===== config.mk =====
export PLATFORM = sky130hd
export DESIGN_NAME = modbus_rtu_request_framer_unit
export DESIGN_NICKNAME = d
export VERILOG_FILES = /design/src/rtl/mrf_pkg.sv /design/src/rtl/modbus_rtu_request_framer_unit.sv /design/src/rtl/mrf_front.sv /design/src/rtl/mrf_queue.sv /design/src/rtl/mrf_back.sv
export SDC_FILE = /design/constraint.sdc
export NUM_CORES = 1
export LEC_CHECK = 0
export BUFFER_PORTS_ARGS = -buffer_cell sky130_fd_sc_hd__buf_2
export CAP_MARGIN = 5
export CORE_MARGIN = 2
export CORE_UTILIZATION = 50
export DETAILED_ROUTE_END_ITERATION = 6
export PLACE_DENSITY_LB_ADDON = 0.12
export SYNTH_ARGS = -nofsm -noshare
export SYNTH_HDL_FRONTEND = slang
export SYNTH_HIERARCHICAL = 1
export SYNTH_SLANG_ARGS = --single-unit

===== constraint.sdc =====
create_clock -name clk -period 10.5 [get_ports clk]
set_input_delay 0.525 -clock clk [delete_from_list [all_inputs] [get_ports clk]]
set_output_delay 0.525 -clock clk [all_outputs]
set_load 0.01 [all_outputs]

===== src/rtl/mrf_pkg.sv =====
// ----------------------------------------------------------------------------
// mrf_pkg
// Shared types, codes and the CRC-16/Modbus byte step for the request framer.
// ----------------------------------------------------------------------------
package mrf_pkg;

  localparam logic [7:0]  FC_READ_HOLDING = 8'h03;
  localparam logic [7:0]  FC_WRITE_SINGLE = 8'h06;
  localparam logic [15:0] CRC_INIT        = 16'hFFFF;
  localparam logic [15:0] CRC_POLY        = 16'hA001;
  localparam logic [7:0]  SLAVE_RESET     = 8'h01;

  localparam int QUEUE_DEPTH = 2;
  localparam int QPTR_W      = $clog2(QUEUE_DEPTH);
  localparam int QCNT_W      = $clog2(QUEUE_DEPTH + 1);

  localparam int FRAME_LEN = 8;
  localparam int BIDX_W    = $clog2(FRAME_LEN);

  typedef enum logic {
    OP_READ  = 1'b0,
    OP_WRITE = 1'b1
  } op_t;

  // Frame body before CRC: bytes 0..5 in transmit order
  typedef struct packed {
    logic [7:0] b5;
    logic [7:0] b4;
    logic [7:0] b3;
    logic [7:0] b2;
    logic [7:0] func;
    logic [7:0] addr;
  } frame_t;

  typedef struct packed {
    logic push;
    logic pop;
  } q_ctrl_t;

  // One byte through the reflected CRC-16/Modbus register
  function automatic logic [15:0] crc_step(input logic [15:0] crc_in,
                                           input logic [7:0]  data);
    logic [15:0] c;
    c = crc_in ^ {8'h00, data};
    for (int i = 0; i < 8; i++) begin
      if (c[0]) begin
        c = (c >> 1) ^ CRC_POLY;
      end else begin
        c = c >> 1;
      end
    end
    return c;
  endfunction

endpackage


===== src/rtl/modbus_rtu_request_framer_unit.sv =====
// ----------------------------------------------------------------------------
// modbus_rtu_request_framer_unit
// Modbus RTU master request framer with CRC-16/Modbus.
// ----------------------------------------------------------------------------
// A request word on the s_ side (tuser = operation, tdata = register address
// and value/count) becomes an 8-byte RTU frame on the m_ side: slave address,
// function code (3 read holding, 6 write single), four big-endian field bytes,
// then CRC low and CRC high. m_tlast marks the CRC high byte.
// The slave address comes from slave_address_wdata when slave_address_we is
// high; it is captured with each request as it is accepted.
// A request is written into the queue, then the serializer moves it into the
// output register byte by byte. Throughput: one byte per cycle while m_tready
// is high; frames follow with no gap, set by the single byte-wide serializer.
// A two-entry queue sits between the request side and the serializer, so a
// new request is taken while the previous frame is still going out.
// Reset clears the queue, m_tvalid and the byte index; slave address becomes 1.
// When m_tready is low the current byte holds; once the queue fills s_tready
// drops until the serializer finishes a frame.
// ----------------------------------------------------------------------------
module modbus_rtu_request_framer_unit (
  input  logic        clk,
  input  logic        rst,
  input  logic        slave_address_we,
  input  logic [7:0]  slave_address_wdata,
  input  logic        s_tvalid,
  output logic        s_tready,
  input  logic [31:0] s_tdata,   // [15:0] register_address, [31:16] value_or_count
  input  logic        s_tuser,   // [0] operation
  output logic        m_tvalid,
  input  logic        m_tready,
  output logic [7:0]  m_tdata,   // [7:0] frame_byte
  output logic        m_tlast    // last_byte
);
  import mrf_pkg::*;

  frame_t  body;
  frame_t  head;
  q_ctrl_t qctrl;
  logic    q_not_empty;
  logic    q_full;
  logic    pop;
  logic    accept;

  assign s_tready   = !q_full;
  assign accept     = s_tvalid && s_tready;
  assign qctrl.push = accept;
  assign qctrl.pop  = pop;

  mrf_front u_front (
    .clk                  (clk),
    .rst                  (rst),
    .slave_address_we     (slave_address_we),
    .slave_address_wdata  (slave_address_wdata),
    .req_op               (s_tuser),
    .req_register_address (s_tdata[15:0]),
    .req_value_or_count   (s_tdata[31:16]),
    .body                 (body)
  );

  mrf_queue u_queue (
    .clk       (clk),
    .rst       (rst),
    .ctrl      (qctrl),
    .wr_data   (body),
    .head      (head),
    .not_empty (q_not_empty),
    .full      (q_full)
  );

  mrf_back u_back (
    .clk        (clk),
    .rst        (rst),
    .head       (head),
    .head_valid (q_not_empty),
    .pop        (pop),
    .m_tvalid   (m_tvalid),
    .m_tready   (m_tready),
    .m_tdata    (m_tdata),
    .m_tlast    (m_tlast)
  );

endmodule


===== src/rtl/mrf_front.sv =====
// ----------------------------------------------------------------------------
// mrf_front
// Holds the slave address and turns an accepted request into a frame body.
// ----------------------------------------------------------------------------
module mrf_front (
  input  logic             clk,
  input  logic             rst,
  input  logic             slave_address_we,
  input  logic [7:0]       slave_address_wdata,
  input  logic             req_op,
  input  logic [15:0]      req_register_address,
  input  logic [15:0]      req_value_or_count,
  output mrf_pkg::frame_t  body
);
  import mrf_pkg::*;

  logic [7:0] slave_address;

  always_ff @(posedge clk) begin
    if (rst) begin
      slave_address <= SLAVE_RESET;
    end else if (slave_address_we) begin
      slave_address <= slave_address_wdata;
    end
  end

  always_comb begin
    body.addr = slave_address;
    body.b3   = req_register_address[7:0];
    body.b4   = req_value_or_count[15:8];
    body.b5   = req_value_or_count[7:0];
    // write single sends a zero high address byte
    if (op_t'(req_op) == OP_WRITE) begin
      body.func = FC_WRITE_SINGLE;
      body.b2   = 8'h00;
    end else begin
      body.func = FC_READ_HOLDING;
      body.b2   = req_register_address[15:8];
    end
  end

endmodule


===== src/rtl/mrf_queue.sv =====
// ----------------------------------------------------------------------------
// mrf_queue
// Short FIFO of frame bodies between the front and the serializer.
// ----------------------------------------------------------------------------
module mrf_queue (
  input  logic             clk,
  input  logic             rst,
  input  mrf_pkg::q_ctrl_t ctrl,
  input  mrf_pkg::frame_t  wr_data,
  output mrf_pkg::frame_t  head,
  output logic             not_empty,
  output logic             full
);
  import mrf_pkg::*;

  frame_t              entries [QUEUE_DEPTH];
  logic [QPTR_W-1:0]   wr_ptr;
  logic [QPTR_W-1:0]   rd_ptr;
  logic [QCNT_W-1:0]   count;

  always_ff @(posedge clk) begin
    if (ctrl.push) begin
      entries[wr_ptr] <= wr_data;
    end
  end

  always_ff @(posedge clk) begin
    if (rst) begin
      wr_ptr <= '0;
      rd_ptr <= '0;
      count  <= '0;
    end else begin
      if (ctrl.push) begin
        wr_ptr <= (wr_ptr == QPTR_W'(QUEUE_DEPTH - 1)) ? '0 : wr_ptr + 1'b1;
      end
      if (ctrl.pop) begin
        rd_ptr <= (rd_ptr == QPTR_W'(QUEUE_DEPTH - 1)) ? '0 : rd_ptr + 1'b1;
      end
      if (ctrl.push && !ctrl.pop) begin
        count <= count + 1'b1;
      end else if (!ctrl.push && ctrl.pop) begin
        count <= count - 1'b1;
      end
    end
  end

  assign head      = entries[rd_ptr];
  assign not_empty = (count != '0);
  assign full      = (count == QCNT_W'(QUEUE_DEPTH));

endmodule


===== src/rtl/mrf_back.sv =====
// ----------------------------------------------------------------------------
// mrf_back
// Serializes the queue head one byte per word, folding each body byte into
// the CRC and appending the CRC low then high byte.
// ----------------------------------------------------------------------------
module mrf_back (
  input  logic            clk,
  input  logic            rst,
  input  mrf_pkg::frame_t head,
  input  logic            head_valid,
  output logic            pop,
  output logic            m_tvalid,
  input  logic            m_tready,
  output logic [7:0]      m_tdata,
  output logic            m_tlast
);
  import mrf_pkg::*;

  logic [BIDX_W-1:0] idx;
  logic [15:0]       crc;
  logic [15:0]       crc_cur;
  logic [7:0]        byte_sel;
  logic              advance;
  logic              fire;
  logic              is_last;

  assign advance = !m_tvalid || m_tready;
  assign fire    = advance && head_valid;
  assign is_last = (idx == BIDX_W'(FRAME_LEN - 1));
  assign pop     = fire && is_last;
  assign crc_cur = (idx == '0) ? CRC_INIT : crc;

  always_comb begin
    case (idx)
      3'd0:    byte_sel = head.addr;
      3'd1:    byte_sel = head.func;
      3'd2:    byte_sel = head.b2;
      3'd3:    byte_sel = head.b3;
      3'd4:    byte_sel = head.b4;
      3'd5:    byte_sel = head.b5;
      3'd6:    byte_sel = crc[7:0];
      default: byte_sel = crc[15:8];
    endcase
  end

  always_ff @(posedge clk) begin
    if (rst) begin
      idx      <= '0;
      m_tvalid <= 1'b0;
    end else if (fire) begin
      idx      <= is_last ? '0 : idx + 1'b1;
      m_tvalid <= 1'b1;
    end else if (advance) begin
      m_tvalid <= 1'b0;
    end
  end

  // payload: crc only advances over the six body bytes
  always_ff @(posedge clk) begin
    if (fire) begin
      m_tdata <= byte_sel;
      m_tlast <= is_last;
      if (idx < BIDX_W'(6)) begin
        crc <= crc_step(crc_cur, byte_sel);
      end
    end
  end

endmodule


# After elaboration in Yosys (flattened, before gate mapping)
# Memories as Yosys holds them, arrays and structs flattened. A register that Yosys moved wholly into a read port is not among the register bits.
# Index checks and enable logic that the tools add are counted.
# op_classes
add_sub_neg,5
magnitude_cmp,1
n_eq_ne,8
muxes,36
bitwise_logic,9
n_reduce_logical,15
# ops
operator,count
two-way mux 16 bit,23
one-hot mux 8 bit (7 select lines),1
NOT 2 -> 3 bit,8
bitwise XOR 16 x 8 -> 16 bit,1
two-way mux 14 bit,1
== test 3 bit (second input constant),4
two-way mux 1 bit,8
== test 3 x 2 -> 1 bit (second input constant),2
nonzero test 2 bit,3
logical AND 1 bit,5
logical NOT 1 bit,4
two-way mux 2 bit,2
adder 3 x 1 -> 3 bit (second input constant),1
== test 3 x 1 -> 1 bit (second input constant),1
logical NOT 3 bit,1
< comparator 3 bit (second input constant),1
two-way mux 3 bit,1
adder 1 bit (second input constant),2
adder 2 x 1 -> 2 bit (second input constant),1
== test 2 bit (second input constant),1
AND reduction 2 bit,1
subtractor 2 x 1 -> 2 bit (second input constant),1
logical OR 1 bit,1
# totals
ff_bits,41
ramBits,96
input_bits,46
output_inout_bits,11
word_cells,85
n_memories,1
# memory_table
memory,words,word_bits,rd,rd_ports_with_merged_regs,wr,line_no,source
u_queue.entries,2,48,1,1,1,mrf_queue.sv:16,frame_t entries [QUEUE_DEPTH];

# Depth between registers and ports, before layout
# Gate-level depths: netlist of the first run.
# logic_depth
ltp_word,33
mapped_depth,11

# By module
# The synthesis of the first run kept the hierarchy.
# by_module_without_submodules
mod,n_inst,cells_per_inst,area_each_um2,seq_area_each_um2
mrf_queue,1,171,3673.5,2982.9
mrf_back,1,172,2020.7,830.8
mrf_front,1,68,584.3,160.2
modbus_rtu_request_framer_unit,1,2,10.0,0.0

# Worst setup path before layout of the first run
# Ideal clock, no wire load.
# synth_timing
path_type,reg2reg
from,reg u_queue.count[0]
to,"mem u_queue/entries[0][0] in the netlist's numbering, enable pin"
arrival_time_ns,2.997
slack_ns,7.044
path_stages_with_launch,4
path_buffers,0
period_less_slack_ns,3.456
cell_sequence,dfxtp_1 and2b_2 nor2b_1 nor2b_1
# synth_between
elab_chain_cells,5
# synth_lines
item,line_no,source
"start, declared",mrf_queue.sv:19,logic [QCNT_W-1:0] count;
"start signal, assigned",mrf_queue.sv:40,count <= count + 1'b1;
"start signal, assigned",mrf_queue.sv:42,count <= count - 1'b1;
== test 2 bit,mrf_queue.sv:49,assign full = (count == QCNT_W'(QUEUE_DEPTH));
via q_full,modbus_rtu_request_framer_unit.sv:40,logic q_full;
logical NOT 1 bit,modbus_rtu_request_framer_unit.sv:44,assign s_tready = !q_full;
logical AND 1 bit,modbus_rtu_request_framer_unit.sv:45,assign accept = s_tvalid && s_tready;
via accept,modbus_rtu_request_framer_unit.sv:42,logic accept;
two-way mux 1 bit,mrf_queue.sv:22,if (ctrl.push) begin
two-way mux 1 bit (implied by the code),mrf_queue.sv:23,entries[wr_ptr] <= wr_data;
"end, declared",mrf_queue.sv:16,
# The timed path passes the listed nets, and every way through them passes these cells.

==> results.md, run 1 <==
- Status: completed
- Hold Fails Final Rpt: 0
- Reg2reg setup slack: 7.11 ns
- Hold Slack: 0.291 ns
- First-pass GRT wire length: 18000 µm
- Utilization after layout: 58.2%
- TNS Setup: 0 ns
- Seq pwr share: 39.7%
- Final worst-path cycle share: 32.3%
- Post-synth EDFFs: 121
- Count of final setup violators: 0
- Seq/Total Area, Yosys: 63.2%
- Worst Path Buf+Inv: 1
- CTS Buffer Depth: 2
- # H-tree levels: 4
- Compound-cell area share of the yosys netlist: 6.07%
- Drt first pass iters: 4
- Commonest non-fill, non-tap cell in the layout: edfxtp_1
- Clock-pin slew on the worst setup and hold paths: 0.06 ns
- Routed vias: 3241
- Share of cells above drive strength 1: 35.1%
- Dominant register cell in the synthesized netlist: edfxtp_1
- Sw frac: 27.6%
- Antenna cells: 0
- GPL Wtd Cong: 0.825
- Net Switching: 0.546 mW
- Critical path capture point type: flop
- Worst path cell trace: buf_4 > mux2_2 > mux2_2 > a221oi_4 > a21oi_2 > o221a_1 > a311oi_2 > xor3_1
- Finished Cell Area: 7080 µm²
- Die Ht: 116 µm
- Mux cell area share after synthesis: 11.2%
- RSZ-0062 raised after global routing: no
- Worst-Margin Slew: 0.787 ns
- Critical path's slowest cell: buf_4
- Peak VDD IR: 0.152 mV
- Post-CTS resize count: 0
- Max transition margin: 47.5%
- Synthesis-to-layout area growth: 12.6%
- Yosys reg bits: 138
- FP Rows: 40
- Clk_lat worst skew: 0.42 ns
- Core area: 12200 µm²
- I/O pin count: 57
- Worst path top cell family by delay: compound AO/OA/AOI/OAI gates
- Worst path depth: 8
- Fmax: 295 MHz
- Total track usage: 18.6%
- Nets: 501
- Syn avg cell area: 15.2 µm²
- DRC: 0
- Critical Path Source Type: flop
- Initial Util: 51.7%
- Largest net degree at the start of global routing: 49
- Clk pwr share: 30.8%
- Yosys cell types: 60
- Most frequent cells in the layout: 121 x edfxtp_1, 56 x buf_2, 53 x mux2_2, 23 x nor2_1, 17 x clkbuf_16
- Clock sink count: 138
- Hold Crit Class: in -> reg
- DPL Wire Length: 7590 µm
- Worst Path Required: 10.66 ns
- Antenna Violating Nets Remaining: 0
- Synth Area in XOR/XNOR: 5.55%
- Leak: 2.59 nW
- Ys Warns: 6
- Post-Syn Instances: 413
- Slowest stage delay, CP: 0.50 ns
- Worst Setup Path Type: reg -> reg
- Period minus WS final: 3.39 ns
- WP data arrival: 3.55 ns
- Worst Path Max Fanout: 48
- Power Total: 1.98 mW
- Dpl cell area: 6470 µm²
- Drt total wl: 11500 µm
- Worst path most repeated cell: mux2_2
- Gate power share: 29.5%
- Drt wl/cell: 18.3 µm
- Post-CTS Setup Bufs: 0
- Share of flip-flops with an asynchronous set or reset: 0%
- Max-cap violations: 0
- GRT overflow: 0
- Routed vias/inst: 5.15
- Port bufs: 56
- DIE AREA: 13500 µm²
- Vias in the first global route: 3323
- Pins over their slew limit: 0
- WHS Path Cells: 1
- CTS tree: yes
- Initial antenna violation count: 0
- Die Wd: 116 µm
- Int Pwr: 1.43 mW
- Root buf cell: clkbuf_16
- Adder-cell share of the synthesized area: 1.39%
- Clk_skew: 0.00576 ns
- Area share of and/or/nand/nor cells after synthesis: 6.07%
- FF-to-FF path depth: 8
- Initial DRC Count: 179
- Largest family of logic cells by synthesized area: multiplexers
- Total CTS buffers: 17
- Hold Buf Count CTS: 0
- PwrDens: 280 nW/µm²
- Mapped Area: 6290 µm²
worst reg2reg max path, cell delays in order (launching register included):
cell and delay, ns:
dfxtp_2 0.31, buf_4 0.50, mux2_2 0.45, mux2_2 0.28, a221oi_4 0.29, a21oi_2 0.16
o221a_1 0.26, a311oi_2 0.39, xor3_1 0.49
power by group through the flow:
stage / sequential, mW / combinational [mW] / clock, mW
finish: 0.786 / 0.584 / 0.610
global route: 0.794 / 0.640 / 0.642
CTS: 0.787 / 0.594 / 0.620
detailed placement: 0.798 / 0.589 / 0
global placement: 0.797 / 0.577 / 0
floorplan: 0.788 / 0.478 / 0
synthesized netlist by cell type, types with 2 or more instances:
library cell | count | share of area [%]
a221o_1 | 3 | 0.48
mux2_2 | 53 | 9.5
xor2_1 | 10 | 1.4
a221oi_1 | 6 | 0.84
mux2i_1 | 7 | 1.1
edfxtp_1 | 121 | 58
xnor3_1 | 3 | 1.1
inv_1 | 9 | 0.54
conb_1 | 2 | 0.12
ha_1 | 7 | 1.4
nor2_1 | 23 | 1.4
mux2_1 | 2 | 0.36
nand3_1 | 2 | 0.16
buf_2 | 6 | 0.48
buf_4 | 33 | 3.9
a21oi_1 | 10 | 0.80
nand2b_1 | 8 | 0.80
nand2_1 | 13 | 0.78
a222oi_1 | 2 | 0.32
dfxtp_1 | 17 | 5.4
a211o_1 | 2 | 0.28
a22oi_1 | 7 | 0.84
nor4_1 | 2 | 0.20
buf_6 | 7 | 1.3
xnor2_1 | 13 | 1.8
nor2b_1 | 11 | 1.1
per-stage QoR:
stage / instances / setup slack, ns
3_5_place_dp: 597 / 7.07
5_1_grt: 629 / 6.88
2_1_floorplan: 417 / 7.04
3_3_place_gp: 597 / 7.14
4_1_cts: 629 / 7.07
6_report: 629 / 7.11
logic make-up (layout without fill, tap and decap cells):
logic type / count (synthesis) / count (layout)
flops: 138 / 138
simple gates: 71 / 71
mux: 63 / 63
buf+inv: 58 / 102
compound gates: 44 / 44
xor+xnor: 30 / 30
fa+ha+maj: 7 / 7
other cells: 2 / 6
flip-flops by register name, summed over array words and instances (netlist names), named ones only:
register	cells
u_queue/entries	96
u_back/crc	16
u_back/m_tdata	8
u_front/slave_address	8
u_back/idx	3
u_queue/count	2
u_back/m_tlast	1
u_back/m_tvalid	1
u_queue/rd_ptr	1
u_queue/wr_ptr	1
worst paths after layout:
path	startpoint	endpoint
max	flop	u_back/crc[15]
min reg2reg	u_front/slave_address[6]	u_queue/entries[0][6]
max reg2reg	flop	u_back/crc[15]
min	s_tdata[27]	u_queue/entries[0][35]
layout make-up:
cell class / count / area, µm²
clock buffer: 18 / 429
clock inverter: 14 / 179
fill: 974 / 5080
inverter: 9 / 33.8
multi-input combinational: 221 / 1940
sequential: 138 / 3980
tap: 168 / 210
timing repair buffer: 61 / 318
per-layer routing:
layer / wire, µm / vias up / GRT usage (%)
met4: 241 / 0 / 8.57
met1: 5370 / 1573 / 25.4
met5: 0 / - / 0
met2: 5400 / 82 / 28.1
li1: - / 1572 / -
met3: 491 / 14 / 4.93
No activity file was read; power rests on OpenSTA's default activity.
==> run 2, diff against run 1 <==
==> constraint.sdc (replaced) <==
create_clock -name clk -period 3.2 [get_ports clk]
set_input_delay 0.16 -clock clk [delete_from_list [all_inputs] [get_ports clk]]
set_output_delay 0.16 -clock clk [all_outputs]
set_load 0.01 [all_outputs]
==> run 2 against run 1 <==
  * Clock skew rose by 0.0041 ns
  * Total power increased to 3.3 times the previous value
  * Cell count increased by 7.2%
  * Die area did not move
  * Sequential power grew to 3.3 times the previous value
  * First-iteration DRC count grew 25%
  * Utilization up 3.3 points
  * Register-to-register slack worse by 7.0 ns
  * Non-clock buffer count up 45
  * Sequential share of layout area decreased by 3.0 points
==> results.md, run 2 (same netlist as run 1, synthesis figures left out) <==
- Hold Crit Class: in -> reg (unchanged)
- Biggest regs: u_queue/entries (96), u_back/crc (16) (unchanged)
- Reg2reg setup slack: 0.13 ns (was 7.11 ns)
- First-pass GRT wire length: 18800 µm (was 18000 µm)
- Worst path most repeated cell: mux2_2 (unchanged)
- FF-to-FF path depth: 8 (unchanged)
- Fmax: 325 MHz (was 295 MHz)
- Biggest register: u_queue/entries (unchanged)
- Worst path cell trace: buf_12 > mux2_2 > mux2_2 > a22oi_2 > a21oi_2 > o221a_1 > a311oi_2 > xor3_1 (was buf_4 > mux2_2 > mux2_2 > a221oi_4 > a21oi_2 > o221a_1 > a311oi_2 > xor3_1)
- Max reg flops: 96 (unchanged)
- Root buf cell: clkbuf_16 (unchanged)
- Hold Fails Final Rpt: 0 (unchanged)
- Worst Setup Path Type: reg -> reg (unchanged)
- Count of final setup violators: 0 (unchanged)
- Routed vias/inst: 5.12 (was 5.15)
- Final WS setup: 0.125 ns (was 7.11 ns)
- Peak VDD IR: 0.478 mV (was 0.152 mV)
- Critical path's slowest cell: xor3_1 (was buf_4)
- Drt total wl: 12000 µm (was 11500 µm)
- Status: completed (unchanged)
- Clock sink count: 138 (unchanged)
- Dpl cell area: 6600 µm² (was 6470 µm²)
- Routed vias: 3448 (was 3241)
- Total CTS buffers: 17 (unchanged)
- WP data arrival: 3.23 ns (was 3.55 ns)
- GRT overflow: 0 (unchanged)
- # H-tree levels: 4 (unchanged)
- DPL Wire Length: 7990 µm (was 7590 µm)
- DRC: 0 (unchanged)
- Pre-CTS setup slack: 0.115 ns (was 7.07 ns)
- GPL Wtd Cong: 0.912 (was 0.825)
- RSZ-0062 raised after global routing: no (unchanged)
- Antenna Violating Nets Remaining: 0 (unchanged)
- Post-CTS Setup Bufs: 0 (unchanged)
- Hold Slack: 0.0597 ns (was 0.291 ns)
- Drt wl/cell: 17.8 µm (was 18.3 µm)
- Pins over their slew limit: 0 (unchanged)
- Antenna cells: 0 (unchanged)
- Clock-pin slew on the worst setup and hold paths: 0.06 ns (about the same)
- Finished Cell Area: 7480 µm² (was 7080 µm²)
- Die Ht: 116 µm (unchanged)
- Final worst-path cycle share: 96.1% (was 32.3%)
- Die Wd: 116 µm (unchanged)
- Max-cap violations: 0 (unchanged)
- I/O pin count: 57 (unchanged)
- Most frequent cells in the layout: 121 x edfxtp_1, 56 x buf_2, 53 x mux2_2, 31 x dlygate4sd3_1, 23 x nor2_1 (was 121 x edfxtp_1, 56 x buf_2, 53 x mux2_2, 23 x nor2_1, 17 x clkbuf_16)
- Worst Path Buf+Inv: 1 (unchanged)
- Worst path top cell family by delay: compound AO/OA/AOI/OAI gates (unchanged)
- Port bufs: 56 (unchanged)
- PwrDens: 869 nW/µm² (was 280 nW/µm²)
- Nets: 546 (was 501)
- WHS Path Cells: 3 (was 1)
- Synthesis-to-layout area growth: 19.0% (was 12.6%)
- Clk_skew: 0.00985 ns (was 0.00576 ns)
- Worst Path Required: 3.35 ns (was 10.66 ns)
- Min-delay src: slave_address_wdata[4] (was s_tdata[27])
- Commonest non-fill, non-tap cell in the layout: edfxtp_1 (unchanged)
- Initial DRC Count: 223 (was 179)
- CTS tree: yes (unchanged)
- Vias in the first global route: 3588 (was 3323)
- FP Rows: 40 (unchanged)
- TNS Setup: 0 ns (unchanged)
- Worst-Margin Slew: 0.624 ns (was 0.787 ns)
- Clk_lat worst skew: 0.41 ns (was 0.42 ns)
- Initial Util: 51.7% (unchanged)
- Slowest stage delay, CP: 0.48 ns (was 0.50 ns)
- Worst Path Max Fanout: 48 (unchanged)
- Leak: 2.78 nW (was 2.59 nW)
- WHS Endpoint: u_front/slave_address[4] (was u_queue/entries[0][35])
- Core area: 12200 µm² (unchanged)
- Initial antenna violation count: 0 (unchanged)
- Critical path capture point type: flop (unchanged)
- Drt first pass iters: 4 (unchanged)
- Critical Path Source Type: flop (unchanged)
- Share of cells above drive strength 1: 34.8% (was 35.1%)
- Utilization after layout: 61.5% (was 58.2%)
- Largest net degree at the start of global routing: 49 (unchanged)
- Worst reg2reg path endpoint: u_back/crc[15] (unchanged)
- CTS Buffer Depth: 2 (unchanged)
- DIE AREA: 13500 µm² (unchanged)
- Period minus WS final: 3.07 ns (was 3.39 ns)
- Total track usage: 19.3% (was 18.6%)
- Max transition margin: 58.4% (was 47.5%)
## run 2: cell types whose count changed in the layout (fill, tap and decap cells not counted), moves of 2 or more
cell,previous run,this run
clkbuf_1,1,5
buf_12,0,2
bufinv_16,4,1
buf_4,5,17
clkbuf_8,0,4
clkinv_1,3,0
dlygate4sd3_1,0,31
## run 2: through the flow
| stage | power (mW) | instances |
|---|---|---|
| after floorplan | 4.15 | 417 |
| after global placement | 4.64 | 611 |
| after detailed placement | 4.68 | 611 |
| after CTS | 6.56 | 674 |
| after global routing | 6.81 | 674 |
| final | 6.50 | 674 |
## run 2: worst reg2reg max path: cells and delay by family, from the launching register on
family / cells / cell delay, ns
flip-flops: 1 / 0.33
multiplexers: 2 / 0.72
XOR/XNOR: 1 / 0.48
AO/OA/AOI/OAI: 4 / 1.03
buffers and inverters: 1 / 0.24
## run 2: timing repair
action,CTS,global route
gates resized for setup,0,1
endpoints found under the setup margin,0,3
hold endpoints to repair,55,0
hold buffers,31,0
## run 2: worst max-delay path by stage
stage	slack (ns)	endpoint	cells after the start
floorplan	0.29	u_back/crc[15]	10
global placement	0.19	u_back/crc[15]	8
detailed placement	0.11	u_back/crc[15]	8
CTS	0.11	u_back/crc[15]	8
global route	0.01	u_back/crc[15]	9
finish	0.13	u_back/crc[15]	8
## run 2: per-layer routing
layer,vias up,share of wire [%],GRT usage [%]
li1,1656,-,-
met1,1682,45,24.7
met5,-,0,0
met3,17,4.2,4.72
met2,93,49,31.3
met4,0,2.2,8.81
## run 2: cell type report
class	instances	area (µm²)
fillers	940	4680
well taps	168	210
repair buffers	106	758
clock buffers	26	499
flip-flops and latches	138	3980
inverters	9	33.8
clock inverters	6	63.8
multi-input cells	221	1940
## run 2: where the power goes
part | internal (mW) | total [mW] | switching (mW) | leakage, nW
Sequential | 2.43 | 2.58 | 0.145 | 1.28
Clock | 1.15 | 1.84 | 0.691 | 0.271
Combinational | 1.10 | 2.08 | 0.983 | 1.23
Total | 4.68 | 6.50 | 1.82 | 2.78
==> run 3, diff against run 2 <==
--- a/config.mk
+++ b/config.mk
@@ -7,6 +7,7 @@
 export LEC_CHECK = 0
 export BUFFER_PORTS_ARGS = -buffer_cell sky130_fd_sc_hd__buf_2
 export CAP_MARGIN = 5
+export CORE_ASPECT_RATIO = 0.5
 export CORE_MARGIN = 2
 export CORE_UTILIZATION = 50
 export DETAILED_ROUTE_END_ITERATION = 6
==> run 3 against run 2 <==
  * Sequential power about the same
  * Global-route usage increased by 0.37 points
  * Maximum frequency increased by 1.3%
  * Critical endpoint is now u_back/crc[0]
  * Largest power group unchanged
==> results.md, run 3 (same netlist as run 1, synthesis figures left out) <==
- Status: completed (unchanged)
- Die Wd: 163 µm (was 116 µm)
- Root buf cell: clkbuf_16 (unchanged)
- Clock-pin slew on the worst setup and hold paths: 0.06 ns (about the same)
- Total CTS buffers: 17 (unchanged)
- CTS Buffer Depth: 2 (unchanged)
- Core area: 12100 µm² (was 12200 µm²)
- Share of cells above drive strength 1: 36.2% (was 34.8%)
- Worst Setup Path Type: reg -> reg (unchanged)
- Drt wl/cell: 18.5 µm (was 17.8 µm)
- CTS tree: yes (unchanged)
- DRC: 0 (unchanged)
- Antenna Violating Nets Remaining: 0 (unchanged)
- Max transition margin: 54.2% (was 58.4%)
- Initial Util: 52.2% (was 51.7%)
- Vias in the first global route: 3683 (was 3588)
- Post-Layout Cell Count: 673 (was 674)
- Drt total wl: 12400 µm (was 12000 µm)
- Drt first pass iters: 5 (was 4)
- GRT overflow: 0 (unchanged)
- Critical Path Start: u_back/idx[1]
- Initial antenna violation count: 0 (unchanged)
- Critical path's slowest cell: or4_4 (was xor3_1)
- Synthesis-to-layout area growth: 20.4% (was 19.0%)
- # H-tree levels: 4 (unchanged)
- Most frequent cells in the layout: 121 x edfxtp_1, 56 x buf_2, 53 x mux2_2, 32 x dlygate4sd3_1, 23 x nor2_1 (was 121 x edfxtp_1, 56 x buf_2, 53 x mux2_2, 31 x dlygate4sd3_1, 23 x nor2_1)
- Biggest register: u_queue/entries (unchanged)
- Worst Path Required: 3.36 ns (was 3.35 ns)
- TNS Setup: 0 ns (unchanged)
- RSZ-0062 raised after global routing: no (unchanged)
- Leak: 2.81 nW (was 2.78 nW)
- WP data arrival: 3.19 ns (was 3.23 ns)
- Max reg flops: 96 (unchanged)
- Largest net degree at the start of global routing: 49 (unchanged)
- Fmax: 329 MHz (was 325 MHz)
- Worst-Margin Slew: 0.687 ns (was 0.624 ns)
- Max-cap violations: 0 (unchanged)
- Final WS setup: 0.164 ns (was 0.125 ns)
- DPL Wire Length: 8460 µm (was 7990 µm)
- Clk_lat worst skew: 0.42 ns (was 0.41 ns)
- Antenna cells: 0 (unchanged)
- Worst path cell trace: inv_1 > ha_1 > or4_4 > nor2_4 > a21oi_2 > o221a_1 > a311oi_2 > xnor3_1 (was buf_12 > mux2_2 > mux2_2 > a22oi_2 > a21oi_2 > o221a_1 > a311oi_2 > xor3_1)
- DIE AREA: 13500 µm² (about the same)
- Commonest non-fill, non-tap cell in the layout: edfxtp_1 (unchanged)
- Total track usage: 19.6% (was 19.3%)
- Critical path capture point type: flop (unchanged)
- Post-CTS Setup Bufs: 0 (unchanged)
- R2R Path Start: u_back/idx[1]
- Pre-CTS setup slack: 0.118 ns (was 0.115 ns)
- Worst Path Max Fanout: 12 (was 48)
- FP Rows: 28 (was 40)
- Slowest stage delay, CP: 0.65 ns (was 0.48 ns)
- Clock sink count: 138 (unchanged)
- Initial DRC Count: 248 (was 223)
- Worst Path Buf+Inv: 1 (unchanged)
- Clk_skew: 0.00699 ns (was 0.00985 ns)
- DP Cell Count: 609 (was 611)
- Nets: 548 (was 546)
- Critical Path Source Type: flop (unchanged)
- Hold Fails Final Rpt: 0 (unchanged)
- First-pass GRT wire length: 19800 µm (was 18800 µm)
- Peak VDD IR: 0.536 mV (was 0.478 mV)
- Worst path top cell family by delay: simple AND/OR/NAND/NOR gates (was compound AO/OA/AOI/OAI gates)
- I/O pin count: 57 (unchanged)
- Count of final setup violators: 0 (unchanged)
- Routed vias: 3541 (was 3448)
- Power Total: 6.84 mW (was 6.50 mW)
- Biggest regs: u_queue/entries (96), u_back/crc (16) (unchanged)
- Final worst-path cycle share: 94.9% (was 96.1%)
- Period minus WS final: 3.04 ns (was 3.07 ns)
- Port bufs: 56 (unchanged)
- Min-delay src: m_tready (was slave_address_wdata[4])
- GPL Wtd Cong: 0.790 (was 0.912)
- Die Ht: 83.3 µm (was 116 µm)
- Pins over their slew limit: 0 (unchanged)
- PwrDens: 904 nW/µm² (was 869 nW/µm²)
- Routed vias/inst: 5.26 (was 5.12)
- Hold Crit Class: in -> reg (unchanged)
[run 3: cell types whose count changed in the layout (fill, tap and decap cells not counted), sizes merged]
cell,before,now
dlygate4sd3,31,32
clkbuf,26,18
bufinv,1,4
inv,9,12
buf,75,76
clkinvlp,2,4
[run 3: worst paths after layout]
kind                                              end  slack, ns  cells past startpoint
worst max-delay path                    u_back/crc[0]       0.16                      8
worst max register to register          u_back/crc[0]       0.16                      8
worst min-delay path                  u_back/m_tvalid       0.06                      3
worst min register to register  u_queue/entries[0][3]       0.47                      0
[run 3: timing repair]
action                                 CTS  global route
gates resized for setup                  0             5
endpoints found under the hold margin   54             2
setup endpoints to repair                0             3
hold buffers                            31             1
[run 3: power breakdown]
part | internal [mW] | leakage, nW | total [mW] | switching [mW]
Clock | 1.31 | 0.293 | 2.07 | 0.760
Sequential | 2.44 | 1.28 | 2.59 | 0.150
Combinational | 1.16 | 1.24 | 2.19 | 1.02
[run 3: layout make-up]
class	count	area, µm²
Fill cell	929	4480
Sequential cell	138	3980
Multi-Input combinational cell	221	1970
Timing Repair Buffer	108	763
Clock buffer	18	429
Tap cell	165	206
Clock inverter	14	195
Inverter	9	33.8
[run 3: metrics by stage]
stage	hold slack (ns)	util (%)	instance area, µm²
floorplan	0.229	-	6310
finish	0.0572	62.8	7570
global route	0.0802	62.8	7570
global placement	0.347	54.7	6590
detailed placement	0.351	54.7	6590
CTS	0.000905	62.5	7530
[run 3: layer usage]
metal  global-route usage [%]  part of all wire [%]  vias up
li1                         -                     -     1660
met1                     27.8                    48     1763
met2                     29.6                    45      109
met3                     6.34                   6.1        9
met4                     4.99                  0.64        0
met5                        0                     0        -
[run 3: worst min-delay path, stage by stage]
cell	delay (ns)
buf_2	0.07
nand2b_1	0.12
a21oi_1	0.07
